File: src/rtl/nrfe_pkg.sv
package nrfe_pkg;

   // sentence limits
   localparam int LINE_LIMIT  = 75;
   localparam int TIME_CHARS  = 10;
   localparam int LAT_CHARS   = 10;
   localparam int LON_CHARS   = 11;
   localparam int HEADER_LAST = 5;

   // widest field the result word can carry
   localparam int MAX_CHARS   = 11;
   localparam int CHARS_W     = MAX_CHARS * 8;
   localparam int LOW_W       = 64;
   localparam int HIGH_W      = CHARS_W - LOW_W;
   localparam int SLOTS       = 5;

   localparam int POS_W       = $clog2(LINE_LIMIT + 1);
   localparam int FCC_W       = $clog2(MAX_CHARS + 1);
   localparam int LEN_W       = 4;
   localparam int COMMA_W     = 3;
   localparam logic [COMMA_W-1:0] COMMA_MAX = 3'd7;

   localparam int QUEUE_DEPTH = 2;

   // characters
   localparam logic [7:0] CH_DOLLAR  = 8'h24;
   localparam logic [7:0] CH_COMMA   = 8'h2c;
   localparam logic [7:0] CH_M       = 8'h4d;
   localparam logic [7:0] CH_C       = 8'h43;
   localparam logic [7:0] CH_A       = 8'h41;
   localparam logic [7:0] CH_NEWLINE = 8'h0a;

   typedef enum logic [2:0] {
      CODE_TIME  = 3'd0,
      CODE_LAT   = 3'd1,
      CODE_NS    = 3'd2,
      CODE_LON   = 3'd3,
      CODE_EW    = 3'd4,
      CODE_ERROR = 3'd5
   } field_code_type;

   // one finished sentence, handed from the parser to the record stage
   typedef struct packed {
      logic                            complete;
      logic                            fix;
      logic [SLOTS-1:0][LEN_W-1:0]     lens;
      logic [SLOTS-1:0][CHARS_W-1:0]   chars;
   } sentence_type;

   function automatic logic [FCC_W-1:0] slot_cap(input logic [2:0] slot);
      logic [FCC_W-1:0] cap;
      unique case (slot)
         CODE_TIME: cap = FCC_W'(TIME_CHARS);
         CODE_LAT:  cap = FCC_W'(LAT_CHARS);
         CODE_LON:  cap = FCC_W'(LON_CHARS);
         default:   cap = FCC_W'(1);
      endcase
      return cap;
   endfunction

endpackage

File: src/rtl/nrfe_front.sv
module nrfe_front (
   input  logic                  clock,
   input  logic                  reset,
   input  logic                  byte_valid,
   input  logic [7:0]            byte_data,
   input  logic                  queue_full,
   output logic                  byte_ready,
   output logic                  push,
   output nrfe_pkg::sentence_type push_data
);
   import nrfe_pkg::*;

   logic [POS_W-1:0]   pos_ff, pos_in;
   logic [7:0]         hdr_ff [0:2];
   logic [7:0]         hdr_in [0:2];
   logic [COMMA_W-1:0] comma_ff, comma_in;
   logic [FCC_W-1:0]   fcc_ff, fcc_in;
   logic [7:0]         status_ff, status_in;
   logic [LEN_W-1:0]   lens_ff [0:SLOTS-1];
   logic [LEN_W-1:0]   lens_in [0:SLOTS-1];
   logic [CHARS_W-1:0] chars_ff [0:SLOTS-1];

   logic               accept;
   logic [POS_W-1:0]   pos_base;
   logic               start;
   logic               in_header;
   logic               hdr_ok;
   logic               nl_emit;
   logic               do_scan;
   logic [COMMA_W-1:0] comma_base;
   logic [FCC_W-1:0]   fcc_base;
   logic [7:0]         status_base;
   logic [LEN_W-1:0]   lens_base [0:SLOTS-1];
   logic               slot_hit;
   logic [2:0]         slot;
   logic               wr_en;

   assign byte_ready = !queue_full;
   assign accept     = byte_valid && byte_ready;

   always_comb begin
      pos_base  = (byte_data == CH_DOLLAR) ? '0 : pos_ff;
      start     = (pos_base == '0);
      in_header = (pos_base <= POS_W'(HEADER_LAST));
      hdr_ok    = (hdr_ff[0] == CH_DOLLAR) && (hdr_ff[1] == CH_M) && (hdr_ff[2] == CH_C);
      nl_emit   = !in_header && hdr_ok && (byte_data == CH_NEWLINE);
      do_scan   = in_header ||
                  (hdr_ok && (byte_data != CH_NEWLINE) && (pos_base < POS_W'(LINE_LIMIT)));

      // a new sentence starts from a clean scan state
      comma_base  = start ? '0 : comma_ff;
      fcc_base    = start ? '0 : fcc_ff;
      status_base = start ? '0 : status_ff;
      for (int s = 0; s < SLOTS; s++) begin
         lens_base[s] = start ? '0 : lens_ff[s];
      end

      // map comma count to the capture slot
      slot_hit = 1'b1;
      unique case (comma_base)
         3'd1:    slot = CODE_TIME;
         3'd3:    slot = CODE_LAT;
         3'd4:    slot = CODE_NS;
         3'd5:    slot = CODE_LON;
         3'd6:    slot = CODE_EW;
         default: begin
            slot     = CODE_TIME;
            slot_hit = 1'b0;
         end
      endcase

      pos_in    = pos_ff;
      comma_in  = comma_ff;
      fcc_in    = fcc_ff;
      status_in = status_ff;
      hdr_in    = hdr_ff;
      lens_in   = lens_ff;
      wr_en     = 1'b0;

      if (accept && nl_emit) begin
         pos_in    = '0;
         comma_in  = '0;
         fcc_in    = '0;
         status_in = '0;
         hdr_in[0] = '0;
         hdr_in[1] = '0;
         hdr_in[2] = '0;
         for (int s = 0; s < SLOTS; s++) begin
            lens_in[s] = '0;
         end
      end else if (accept && do_scan) begin
         pos_in    = pos_base + POS_W'(1);
         comma_in  = comma_base;
         fcc_in    = fcc_base;
         status_in = status_base;
         lens_in   = lens_base;
         if (in_header) begin
            if (start) begin
               hdr_in[0] = byte_data;
               hdr_in[1] = '0;
               hdr_in[2] = '0;
            end else if (pos_base == POS_W'(4)) begin
               hdr_in[1] = byte_data;
            end else if (pos_base == POS_W'(HEADER_LAST)) begin
               hdr_in[2] = byte_data;
            end
         end
         if (byte_data == CH_COMMA) begin
            if (comma_base < COMMA_MAX) begin
               comma_in = comma_base + COMMA_W'(1);
            end
            fcc_in = '0;
         end else if (comma_base == 3'd2) begin
            // status keeps its first character only
            if (fcc_base == '0) begin
               status_in = byte_data;
               fcc_in    = FCC_W'(1);
            end
         end else if (slot_hit && (fcc_base < slot_cap(slot))) begin
            wr_en         = 1'b1;
            fcc_in        = fcc_base + FCC_W'(1);
            lens_in[slot] = LEN_W'(fcc_base + FCC_W'(1));
         end
      end
   end

   always_ff @(posedge clock) begin
      if (reset) begin
         pos_ff    <= '0;
         comma_ff  <= '0;
         fcc_ff    <= '0;
         status_ff <= '0;
         for (int h = 0; h < 3; h++) begin
            hdr_ff[h] <= '0;
         end
         for (int s = 0; s < SLOTS; s++) begin
            lens_ff[s] <= '0;
         end
      end else begin
         pos_ff    <= pos_in;
         comma_ff  <= comma_in;
         fcc_ff    <= fcc_in;
         status_ff <= status_in;
         hdr_ff    <= hdr_in;
         lens_ff   <= lens_in;
      end
   end

   // character store, tails past the length are masked on the way out
   always_ff @(posedge clock) begin
      if (wr_en) begin
         chars_ff[slot][fcc_base*8 +: 8] <= byte_data;
      end
   end

   always_comb begin
      push               = accept && nl_emit;
      push_data.complete = (comma_ff == COMMA_MAX);
      push_data.fix      = (status_ff == CH_A);
      for (int s = 0; s < SLOTS; s++) begin
         push_data.lens[s]  = lens_ff[s];
         push_data.chars[s] = chars_ff[s];
      end
   end

endmodule

File: src/rtl/nrfe_queue.sv
module nrfe_queue (
   input  logic                  clock,
   input  logic                  reset,
   input  logic                  push,
   input  nrfe_pkg::sentence_type push_data,
   input  logic                  pop,
   output logic                  full,
   output logic                  not_empty,
   output nrfe_pkg::sentence_type head
);
   import nrfe_pkg::*;

   localparam int PTR_W = (QUEUE_DEPTH > 1) ? $clog2(QUEUE_DEPTH) : 1;
   localparam int CNT_W = $clog2(QUEUE_DEPTH + 1);

   sentence_type     store_ff [0:QUEUE_DEPTH-1];
   logic [PTR_W-1:0] wr_ptr_ff, wr_ptr_in;
   logic [PTR_W-1:0] rd_ptr_ff, rd_ptr_in;
   logic [CNT_W-1:0] count_ff, count_in;

   function automatic logic [PTR_W-1:0] ptr_next(input logic [PTR_W-1:0] p);
      return (p == PTR_W'(QUEUE_DEPTH - 1)) ? '0 : p + PTR_W'(1);
   endfunction

   assign full      = (count_ff == CNT_W'(QUEUE_DEPTH));
   assign not_empty = (count_ff != '0);
   assign head      = store_ff[rd_ptr_ff];

   always_comb begin
      wr_ptr_in = push ? ptr_next(wr_ptr_ff) : wr_ptr_ff;
      rd_ptr_in = pop ? ptr_next(rd_ptr_ff) : rd_ptr_ff;
      count_in  = count_ff;
      if (push && !pop) begin
         count_in = count_ff + CNT_W'(1);
      end else if (pop && !push) begin
         count_in = count_ff - CNT_W'(1);
      end
   end

   always_ff @(posedge clock) begin
      if (reset) begin
         wr_ptr_ff <= '0;
         rd_ptr_ff <= '0;
         count_ff  <= '0;
      end else begin
         wr_ptr_ff <= wr_ptr_in;
         rd_ptr_ff <= rd_ptr_in;
         count_ff  <= count_in;
      end
   end

   always_ff @(posedge clock) begin
      if (push) begin
         store_ff[wr_ptr_ff] <= push_data;
      end
   end

   a_count_range: assert property (@(posedge clock) disable iff (reset)
      count_ff <= CNT_W'(QUEUE_DEPTH))
      else $error("queue count beyond depth");

   a_no_overflow: assert property (@(posedge clock) disable iff (reset)
      push |-> (!full || pop))
      else $error("push into full queue");

   a_no_underflow: assert property (@(posedge clock) disable iff (reset)
      pop |-> not_empty)
      else $error("pop from empty queue");

endmodule

File: src/rtl/nrfe_back.sv
module nrfe_back (
   input  logic                          clock,
   input  logic                          reset,
   input  logic                          q_valid,
   input  nrfe_pkg::sentence_type        head,
   output logic                          pop,
   output logic                          rsp_valid,
   input  logic                          rsp_ready,
   output logic [2:0]                    rsp_field_code,
   output logic [nrfe_pkg::LEN_W-1:0]    rsp_field_length,
   output logic [nrfe_pkg::LOW_W-1:0]    rsp_chars_low,
   output logic [nrfe_pkg::HIGH_W-1:0]   rsp_chars_high,
   output logic                          rsp_fix_valid,
   output logic                          rsp_last
);
   import nrfe_pkg::*;

   logic               rsp_valid_ff;
   logic [2:0]         rec_ff, rec_in;
   logic [2:0]         code_ff;
   logic [LEN_W-1:0]   len_ff;
   logic [CHARS_W-1:0] chars_ff;
   logic               fix_ff;
   logic               last_ff;

   logic               load;
   logic               rec_last;
   logic [CHARS_W-1:0] slot_chars;
   logic [LEN_W-1:0]   slot_len;
   logic [CHARS_W-1:0] masked;

   always_comb begin
      slot_chars = head.chars[rec_ff];
      slot_len   = head.lens[rec_ff];
      for (int i = 0; i < MAX_CHARS; i++) begin
         masked[i*8 +: 8] = (LEN_W'(i) < slot_len) ? slot_chars[i*8 +: 8] : 8'h00;
      end
      load     = q_valid && (!rsp_valid_ff || rsp_ready);
      rec_last = !head.complete || (rec_ff == CODE_EW);
      pop      = load && rec_last;
      rec_in   = rec_ff;
      if (load) begin
         rec_in = rec_last ? '0 : rec_ff + 3'd1;
      end
   end

   always_ff @(posedge clock) begin
      if (reset) begin
         rsp_valid_ff <= 1'b0;
         rec_ff       <= '0;
      end else begin
         rec_ff <= rec_in;
         if (load) begin
            rsp_valid_ff <= 1'b1;
         end else if (rsp_ready) begin
            rsp_valid_ff <= 1'b0;
         end
      end
   end

   always_ff @(posedge clock) begin
      if (load) begin
         if (head.complete) begin
            code_ff  <= rec_ff;
            len_ff   <= slot_len;
            chars_ff <= masked;
            fix_ff   <= head.fix;
            last_ff  <= (rec_ff == CODE_EW);
         end else begin
            code_ff  <= CODE_ERROR;
            len_ff   <= '0;
            chars_ff <= '0;
            fix_ff   <= 1'b0;
            last_ff  <= 1'b1;
         end
      end
   end

   assign rsp_valid        = rsp_valid_ff;
   assign rsp_field_code   = code_ff;
   assign rsp_field_length = len_ff;
   assign rsp_chars_low    = chars_ff[LOW_W-1:0];
   assign rsp_chars_high   = chars_ff[CHARS_W-1:LOW_W];
   assign rsp_fix_valid    = fix_ff;
   assign rsp_last         = last_ff;

   a_rec_range: assert property (@(posedge clock) disable iff (reset)
      rec_ff <= 3'(CODE_EW))
      else $error("record counter out of range");

   a_last_code: assert property (@(posedge clock) disable iff (reset)
      (rsp_valid_ff && last_ff) |-> (code_ff == CODE_EW || code_ff == CODE_ERROR))
      else $error("last flag on a middle record");

   a_error_empty: assert property (@(posedge clock) disable iff (reset)
      (rsp_valid_ff && code_ff == CODE_ERROR) |-> (len_ff == '0 && !fix_ff && last_ff))
      else $error("malformed format error record");

endmodule

File: src/rtl/nmea_rmc_field_extractor_core.sv
// nmea rmc field extractor
//
// req channel: one received uart character per word (req_rx_byte), valid/ready.
// rsp channel: one field record per word, valid/ready. a newline that closes an
//   rmc sentence yields five records (utc time, latitude, n/s, longitude, e/w,
//   rsp_last on the fifth), or a single format error record (code 5) when fewer
//   than seven commas came. other sentences produce nothing.
// throughput: one character per cycle unless the queue is full. the parser front
//   end and the record back end are split by a two-sentence queue; the back end
//   sends one record per cycle while rsp_ready is high, so req_ready only drops
//   when two finished sentences still wait for the receiver.
// output: the accepted newline pushes the sentence into the queue, and its first
//   record is then registered onto rsp_; the rest follow one per cycle while rsp_ready is high.
// reset: synchronous, active high; clears the parser state, empties the queue
//   and drops rsp_valid. no clearing pass is needed.
// receiver stall: the record held on rsp_ stays put; characters keep flowing in
//   until the queue fills.
module nmea_rmc_field_extractor_core (
   input  logic                          clock,
   input  logic                          reset,
   input  logic                          req_valid,
   output logic                          req_ready,
   input  logic [7:0]                    req_rx_byte,
   output logic                          rsp_valid,
   input  logic                          rsp_ready,
   output logic [2:0]                    rsp_field_code,
   output logic [nrfe_pkg::LEN_W-1:0]    rsp_field_length,
   output logic [nrfe_pkg::LOW_W-1:0]    rsp_chars_low,
   output logic [nrfe_pkg::HIGH_W-1:0]   rsp_chars_high,
   output logic                          rsp_fix_valid,
   output logic                          rsp_last
);
   import nrfe_pkg::*;

   // handoff between parser and record stage
   logic         push;
   sentence_type push_data;
   logic         queue_full;
   logic         q_valid;
   sentence_type head;
   logic         pop;

   // parser: header check, comma tracking, field capture
   nrfe_front u_front (
      .clock      (clock),
      .reset      (reset),
      .byte_valid (req_valid),
      .byte_data  (req_rx_byte),
      .queue_full (queue_full),
      .byte_ready (req_ready),
      .push       (push),
      .push_data  (push_data)
   );

   // finished sentences waiting for the record stage
   nrfe_queue u_queue (
      .clock     (clock),
      .reset     (reset),
      .push      (push),
      .push_data (push_data),
      .pop       (pop),
      .full      (queue_full),
      .not_empty (q_valid),
      .head      (head)
   );

   // record stage: walks the five fields of the head sentence into rsp_, or one error record if it is incomplete
   nrfe_back u_back (
      .clock            (clock),
      .reset            (reset),
      .q_valid          (q_valid),
      .head             (head),
      .pop              (pop),
      .rsp_valid        (rsp_valid),
      .rsp_ready        (rsp_ready),
      .rsp_field_code   (rsp_field_code),
      .rsp_field_length (rsp_field_length),
      .rsp_chars_low    (rsp_chars_low),
      .rsp_chars_high   (rsp_chars_high),
      .rsp_fix_valid    (rsp_fix_valid),
      .rsp_last         (rsp_last)
   );

endmodule
File: config.mk
export PLATFORM = sky130hd
export DESIGN_NAME = nmea_rmc_field_extractor_core
export DESIGN_NICKNAME = d
export VERILOG_FILES = /design/src/rtl/nrfe_pkg.sv /design/src/rtl/nrfe_front.sv /design/src/rtl/nrfe_queue.sv /design/src/rtl/nrfe_back.sv /design/src/rtl/nmea_rmc_field_extractor_core.sv
export SDC_FILE = /design/constraint.sdc
export NUM_CORES = 1
export LEC_CHECK = 0
export ABC_AREA = 1
export BUFFER_PORTS_ARGS = -buffer_cell sky130_fd_sc_hd__buf_2
export CAP_MARGIN = 20
export CORE_AREA = 2 2 360 362
export CTS_BUF_LIST = sky130_fd_sc_hd__clkbuf_8
export CTS_CLUSTER_SIZE = 24
export DETAILED_ROUTE_END_ITERATION = 8
export DIE_AREA = 0 0 362 364
export PLACE_DENSITY = 0.6
export SLEW_MARGIN = 15
export SYNTH_ARGS = -nofsm -noshare
export SYNTH_HDL_FRONTEND = slang
export SYNTH_SLANG_ARGS = --single-unit
File: constraint.sdc
create_clock -name clock -period 52.2 [get_ports clock]
set_input_delay 5.22 -clock clock [delete_from_list [all_inputs] [get_ports clock]]
set_output_delay 5.22 -clock clock [all_outputs]
set_load 0.005 [all_outputs]
==> results.toml, run 1 <==
[outcome]
status = "completed"

[clock_tree]
postCtsSetupRepairBufs = 0
cts-htree-levels = 4
cts_tree = "done"
cts_made_buffers = 236
ctsHoldBuffers = 0
clock_path_buffers = 3
path_clk_slew_ps = 60
cts_root_buffer = "clkbuf_8"
clock_latency_ps = 950
clock_sinks = 1536
post_cts_resize_count = 0

[layout]
n_fill_cell = 10729
final_nets = 4232
design_area_um2 = 64130
mostFrequentLayoutCell = "edfxtp_1"
final_cell_mix = "1461 x edfxtp_1, 577 x nor2_1, 525 x nand2_1, 432 x o21ai_0, 244 x clkbuf_8"
areaGrowthSynthToFinish_pct = 12.11
drive_above_1_share_pct = 12.03
final_cells = 6090

[synth]
ys_async_sr_fraction_pct = 0
synth_edf_count = 1461
synth_area_um2 = 57200
synthFlopType = "edfxtp_1"
ys_ff_latch = 1536
yosys_warnings = 0
yosysUniqueCellTypes = 48
syn_nets = 4059
postSynthCellCount = 4031
yosysSeqAreaShare_pct = 79.32
syn_area_per_cell_um2 = 14.19

[timing]
maxSlewViolCount = 0
maxSlewHeadroom_pct = 24.06
finalSetupViolations = 0
setup_slack_ps = 41150
finClkSkew_ps = 49.96
fin_crit_sh_pct = 21.18
rsz0062_at_grt = "no"
worst_pin_slew_ps = 1130
hold_viol_final = 0
timing.hold.ws_ps = 429.4
tns_ps = 0
fmax_mhz = 90.46
layout_min_cycle_time_ps = 11050

[pwr]
p_seq_share_pct = 53.8
pwr_density_cell_nw_per_um2 = 39.90
clockPowerShare_pct = 38.2
p_int_w = 0.001913
p_switching_w = 0.0006452
max-vdd-ir-drop_mv = 0.02887
swShare_pct = 25.22
combPwrFrac_pct = 8.0
leakagePower_nw = 23.92

[routing]
drt-vias-per-instance = 5.518
drcViolationCount = 0
routed_wl_um = 142700
vias = 33603
ant_nets = 0
first_pass_iters = 6
routedWlPerCell_um = 23.44
drt_iter0_markers = 3870

[setup_path]
critPathKind = "primary input to flip-flop"
cp-start-kind = "primary input"
rr_worst_depth = 21
r2r-start = "u_front.pos_ff[1]"
max_stage_delay_ps = 700
r2r-end = "u_front.chars_ff[0][40]"
cp.buffers_inverters = 6
worstPathRequired_ps = 52750
crit_arrival_ps = 11610
cpMaxStageDelayCell = "inv_1"
end_kind = "flip-flop"
critPathTopFamily = "simple AND/OR/NAND/NOR gates"
reg2reg_slack_ps = 46180
critPathMaxFanout = 24

[flow_run]
drv_cap = 0

[global_route]
grt_overflow = 0
antenna_found_initial = 14
grt_max_degree = 216
gr-usage-all-layers_pct = 21.54
grt_pass1_vias = 32254
grt_first_pass_wirelength_um = 209300

[hold_path]
worstHoldPathCells = 0
hp-class = "flip-flop to flip-flop"
holdPathEnd = "u_queue.store_ff[1][197]"
hold_start = "u_front.chars_ff[2][21]"

[floorplanning]
fp.dieArea_um2 = 131800
ios = 111
rows = 132
core_area_um2 = 128300
die_w_um = 362
chipHeight_um = 364
start_util_pct = 44.58

[place]
dp_hpwl_um = 83890
place_ws_ps = 40320
place_area_um2 = 59410
dpl.cell_count = 5639
gp_congestion = 0.8832
io_buffers = 110
==> registers in the layout, indices dropped and copies added (netlist names), 3 cells and up, named ones only <==
register / cells
u_front.comma_ff: 3
u_front.pos_ff: 7
u_queue.store_ff: 924
u_back.chars_ff: 88
u_front.push_data: 20
u_front.hdr_ff: 24
u_front.fcc_ff: 4
u_front.status_ff: 8
u_front.chars_ff: 440
u_back.rec_ff: 3
u_back.rsp_field_code: 3
u_back.rsp_field_length: 4
==> worst max path at each step <==
stage | from | to | slack [ps] | cells past startpoint
final | req_rx_byte[3] | u_front.chars_ff[0][40] | 41150 | 25
after global routing | req_rx_byte[3] | u_front.chars_ff[0][43] | 40740 | 25
after CTS | req_rx_byte[3] | u_front.chars_ff[0][47] | 41350 | 25
after detailed placement | req_rx_byte[3] | u_front.chars_ff[0][40] | 40320 | 25
after global placement | req_rx_byte[3] | u_front.chars_ff[0][40] | 40570 | 25
after floorplan | req_rx_byte[6] | u_queue.store_ff[0][0] | 25380 | 12
==> power groups by stage <==
stage,sequential (W),clock (W),combinational [W]
2_1_floorplan,0.00140,0,0.000134
3_3_place_gp,0.00140,0,0.000196
6_report,0.00138,0.000977,0.000204
5_1_grt,0.00138,0.00105,0.000222
4_1_cts,0.00138,0.000997,0.000197
3_5_place_dp,0.00140,0,0.000196
==> layer usage <==
metal	wire length [um]	track usage (%)
met1	61050	30.11
met3	12570	5.810
met4	3954	7.680
met2	65140	32.57
met5	7	0
==> kinds of logic after synthesis <==
logic type	synth area share, %
xor gates and xnor gates	0.06126
and+or+nand+nor	9.419
muxes	0.07000
adders and majority gates	0.3500
buffers and inverters	2.378
DFF	79.32
AOI/OAI and AO/OA	8.402
==> worst register-to-register path, cell delays in order, from the launching register on <==
cell	delay, ps
dfxtp_1	380
inv_1	80
nor2_1	150
inv_1	80
ha_1	220
nand3_4	300
inv_1	440
nor2_1	360
inv_1	110
ha_1	230
nor2_1	110
inv_1	80
o211ai_1	400
nor2_1	110
ha_1	290
nand2_1	60
nand2_1	90
nand2_2	240
nand3_4	150
nor2_4	650
nand4_1	430
nor2_1	680
==> synth_stat cells (2+ instances only) <==
cell type  count  area, um2
edfxtp_1    1461      43870
nor2_1       579       2173
nand2_1      525       1971
o21ai_0      432       2162
clkbuf_1     186      698.2
o221ai_1     148       1296
a21oi_1      145      725.7
inv_1        117      439.2
nand3_1      105      525.5
dfxtp_1       75       1501
o211ai_1      38      285.3
o22ai_1       36      225.2
nand4_1       31      193.9
nor3_1        22      110.1
ha_1          16      200.2
buf_1         15      56.30
inv_2         14      52.55
buf_2         13      65.06
nand2_2        8      50.05
o21ai_1        7      35.03
nand3_2        6      60.06
nor2_2         6      37.54
nor4_1         6      37.54
mux2i_1        4      40.04
buf_4          3      22.52
nand2_4        3      33.78
xor2_1         3      26.28
a211oi_1       2      15.01
a21oi_2        2      17.52
nand3_4        2      35.03
nand4_4        2      42.54
nor2_4         2      22.52
nor3_2         2      20.02
==> final cells by class <==
cell class	instances	area, um2	area share [%]
diodes	8	20.02	0.03122
well taps	1675	2096	3.268
flip-flops and latches	1536	45380	70.77
clock inverters	197	1289	2.010
inverters	131	508.0	0.7921
multi-input cells	2145	10510	16.38
clock buffers	244	3358	5.236
repair buffers	154	970.9	1.514
==> metrics by stage <==
| step | total power, W | util [%] |
|---|---|---|
| 6_report | 0.002559 | 49.97 |
| 5_1_grt | 0.002653 | 49.96 |
| 4_1_cts | 0.002570 | 49.92 |
| 3_5_place_dp | 0.001598 | 46.29 |
| 3_3_place_gp | 0.001598 | 46.29 |
| 2_1_floorplan | 0.001530 | - |
Power figures use the tool's default switching activity.
==> inputs of run 2 (changes only) <==
--- a/config.mk
+++ b/config.mk
@@ -13,7 +13,7 @@
 export CTS_CLUSTER_SIZE = 24
 export DETAILED_ROUTE_END_ITERATION = 8
 export DIE_AREA = 0 0 362 364
-export PLACE_DENSITY = 0.6
+export PLACE_DENSITY = 0.62
 export SLEW_MARGIN = 15
 export SYNTH_ARGS = -nofsm -noshare
 export SYNTH_HDL_FRONTEND = slang
==> constraint.sdc (replaced) <==
create_clock -name clock -period 10 [get_ports clock]
set_input_delay 1 -clock clock [delete_from_list [all_inputs] [get_ports clock]]
set_output_delay 1 -clock clock [all_outputs]
set_load 0.005 [all_outputs]
==> run 2 against run 1 <==
Sequential cell count unchanged. Sequential power rose to 5.2 times the previous value. Clock skew is 3.0 ps lower. Die area stayed put. Register-to-register slack worse by 42000 ps. Via count is 0.15% higher. Critical path depth is 4 higher. Global-route usage is 0.39 points lower. Combinational power rose to 5.2 times the previous value. Sequential share of layout area is 0.11 points higher. Critical path type unchanged. Highest routed layer unchanged.
==> results.toml, run 2 (synthesis gave the netlist of run 1 again) <==
[routing]
routedWlPerCell_um = 23.21
drt-vias-per-instance = 5.527
drt_iter0_markers = 3452
drcViolationCount = 0
first_pass_iters = 5
routed_wl_um = 141300
vias = 33653
ant_nets = 0

[setup_path]
critPathMaxFanout = 24
setup.worst_path.start = "req_rx_byte[3]"
cp-start-kind = "primary input"
r2r-end = "u_front.chars_ff[1][17]"
crit_top_cell = "inv_1"
cpMaxStageDelayCell = "nor2_1"
critPathTopFamily = "simple AND/OR/NAND/NOR gates"
r2r-start = "u_front.pos_ff[1]"
crit_arrival_ps = 6910
max_stage_delay_ps = 700
rr_worst_depth = 23
reg2reg_slack_ps = 4280
cp.buffers_inverters = 10
end_kind = "flip-flop"
worstPathRequired_ps = 10550
critPathKind = "primary input to flip-flop"

[pwr]
clockPowerShare_pct = 37.5
leakagePower_nw = 23.93
p_switching_w = 0.003320
p_int_w = 0.009867
p_total_w = 0.01319
max-vdd-ir-drop_mv = 0.1423
pwr_density_cell_nw_per_um2 = 205.9
combPwrFrac_pct = 8.0
swShare_pct = 25.17
p_seq_share_pct = 54.5

[timing]
timing.hold.ws_ps = 241.8
finalSetupViolations = 0
maxSlewViolCount = 0
fin_crit_sh_pct = 63.60
rsz0062_at_grt = "no"
layout_min_cycle_time_ps = 6360
fmax_mhz = 157.2
finClkSkew_ps = 46.98
setup_slack_ps = 3640
hold_viol_final = 0
worst_pin_slew_ps = 1158
maxSlewHeadroom_pct = 22.20

[hold_path]
holdPathEnd = "u_back.rsp_valid"
hp-class = "primary input to flip-flop"
hold_start = "reset"
worstHoldPathCells = 2

[global_route]
grt_max_degree = 235
grt_pass1_vias = 32018
grt_most_used_layer = "met2"
gr-usage-all-layers_pct = 21.15
grtUsageMet3_pct = 4.412
grt_overflow = 0
grt_first_pass_wirelength_um = 206500
grt_use_met1_pct = 29.25
antenna_found_initial = 10
grtUsageMet2_pct = 33.43

[clock_tree]
cts_made_buffers = 234
clock_latency_ps = 940
cts-htree-levels = 4
post_cts_resize_count = 0
cts_root_buffer = "clkbuf_8"
cts_tree = "done"
postCtsSetupRepairBufs = 0
clock_sinks = 1536
path_clk_slew_ps = 60
clock_path_buffers = 3
ctsHoldBuffers = 0

[floorplanning]
die_w_um = 362
core_area_um2 = 128300
fp.dieArea_um2 = 131800
chipHeight_um = 364
rows = 132
start_util_pct = 44.58
ios = 111

[layout]
mostFrequentLayoutCell = "edfxtp_1"
final_core_util_pct = 49.89
final_nets = 4240
top_register = "u_queue.store_ff"
drive_above_1_share_pct = 11.88
largest_reg_flops = 924
areaGrowthSynthToFinish_pct = 11.93
n_fill_cell = 10816
reg.largest.list = "u_queue.store_ff x924, u_front.chars_ff x440, u_back.chars_ff x88"
final_cell_mix = "1461 x edfxtp_1, 577 x nor2_1, 525 x nand2_1, 432 x o21ai_0, 240 x clkbuf_8"

[place]
gp_congestion = 0.8594
io_buffers = 110
dp_hpwl_um = 85340
place_ws_ps = 2855

[flow_run]
drv_cap = 0

[outcome]
status = "completed"
run 2: cell count changes in the layout (fill, tap and decap cells not counted), moves of 4 or more:
cell	delta
buf_4	+9
clkinvlp_4	-6
inv_1	+6
clkinv_1	+5
diode_2	-5
clkbuf_8	-4
clkinv_2	-4
run 2: per-stage QoR:
step / cells / instance area [um2] / setup TNS (ps)
after floorplan: 4031 / 57210 / -4390720
after global placement: 5650 / 59520 / 0
after detailed placement: 5650 / 59520 / 0
after CTS: 6085 / 63990 / 0
after global routing: 6089 / 64030 / 0
final: 6089 / 64030 / 0
run 2: worst max path at each step:
stage / cells after the start / to
after detailed placement: 29 / u_front.chars_ff[1][18]
after global routing: 29 / u_front.chars_ff[1][23]
after CTS: 29 / u_front.chars_ff[1][18]
after global placement: 29 / u_front.chars_ff[1][20]
final: 29 / u_front.chars_ff[1][17]
after floorplan: 12 / u_queue.store_ff[1][0]
run 2: power by group through the flow:
stage | registers [W] | logic [W] | clock network (W)
floorplan | 0.00729 | 0.000701 | 0
global placement | 0.00732 | 0.00103 | 0
detailed placement | 0.00732 | 0.00103 | 0
CTS | 0.00718 | 0.00104 | 0.00504
global route | 0.00719 | 0.00115 | 0.00532
finish | 0.00719 | 0.00106 | 0.00494
run 2: layout make-up:
| class | count | area, um2 | share of cell area (%) |
|---|---|---|---|
| clock inverter | 195 | 1167 | 1.823 |
| multi-input combinational | 2145 | 10510 | 16.42 |
| antenna | 3 | 7.507 | 0.01172 |
| inverter | 131 | 508.0 | 0.7934 |
| timing repair buffer | 164 | 1051 | 1.641 |
| tap | 1675 | 2096 | 3.273 |
| sequential | 1536 | 45380 | 70.88 |
| clock buffer | 240 | 3303 | 5.159 |
run 2: metal layers:
metal  up-vias  part of all wire, %  routed length, um
li1      15255                    -                  -
met1     16810                   43              60080
met2      1336                   47              66750
met3       248                  7.5              10610
met4         4                  2.7               3873
met5         -                0.019                 27
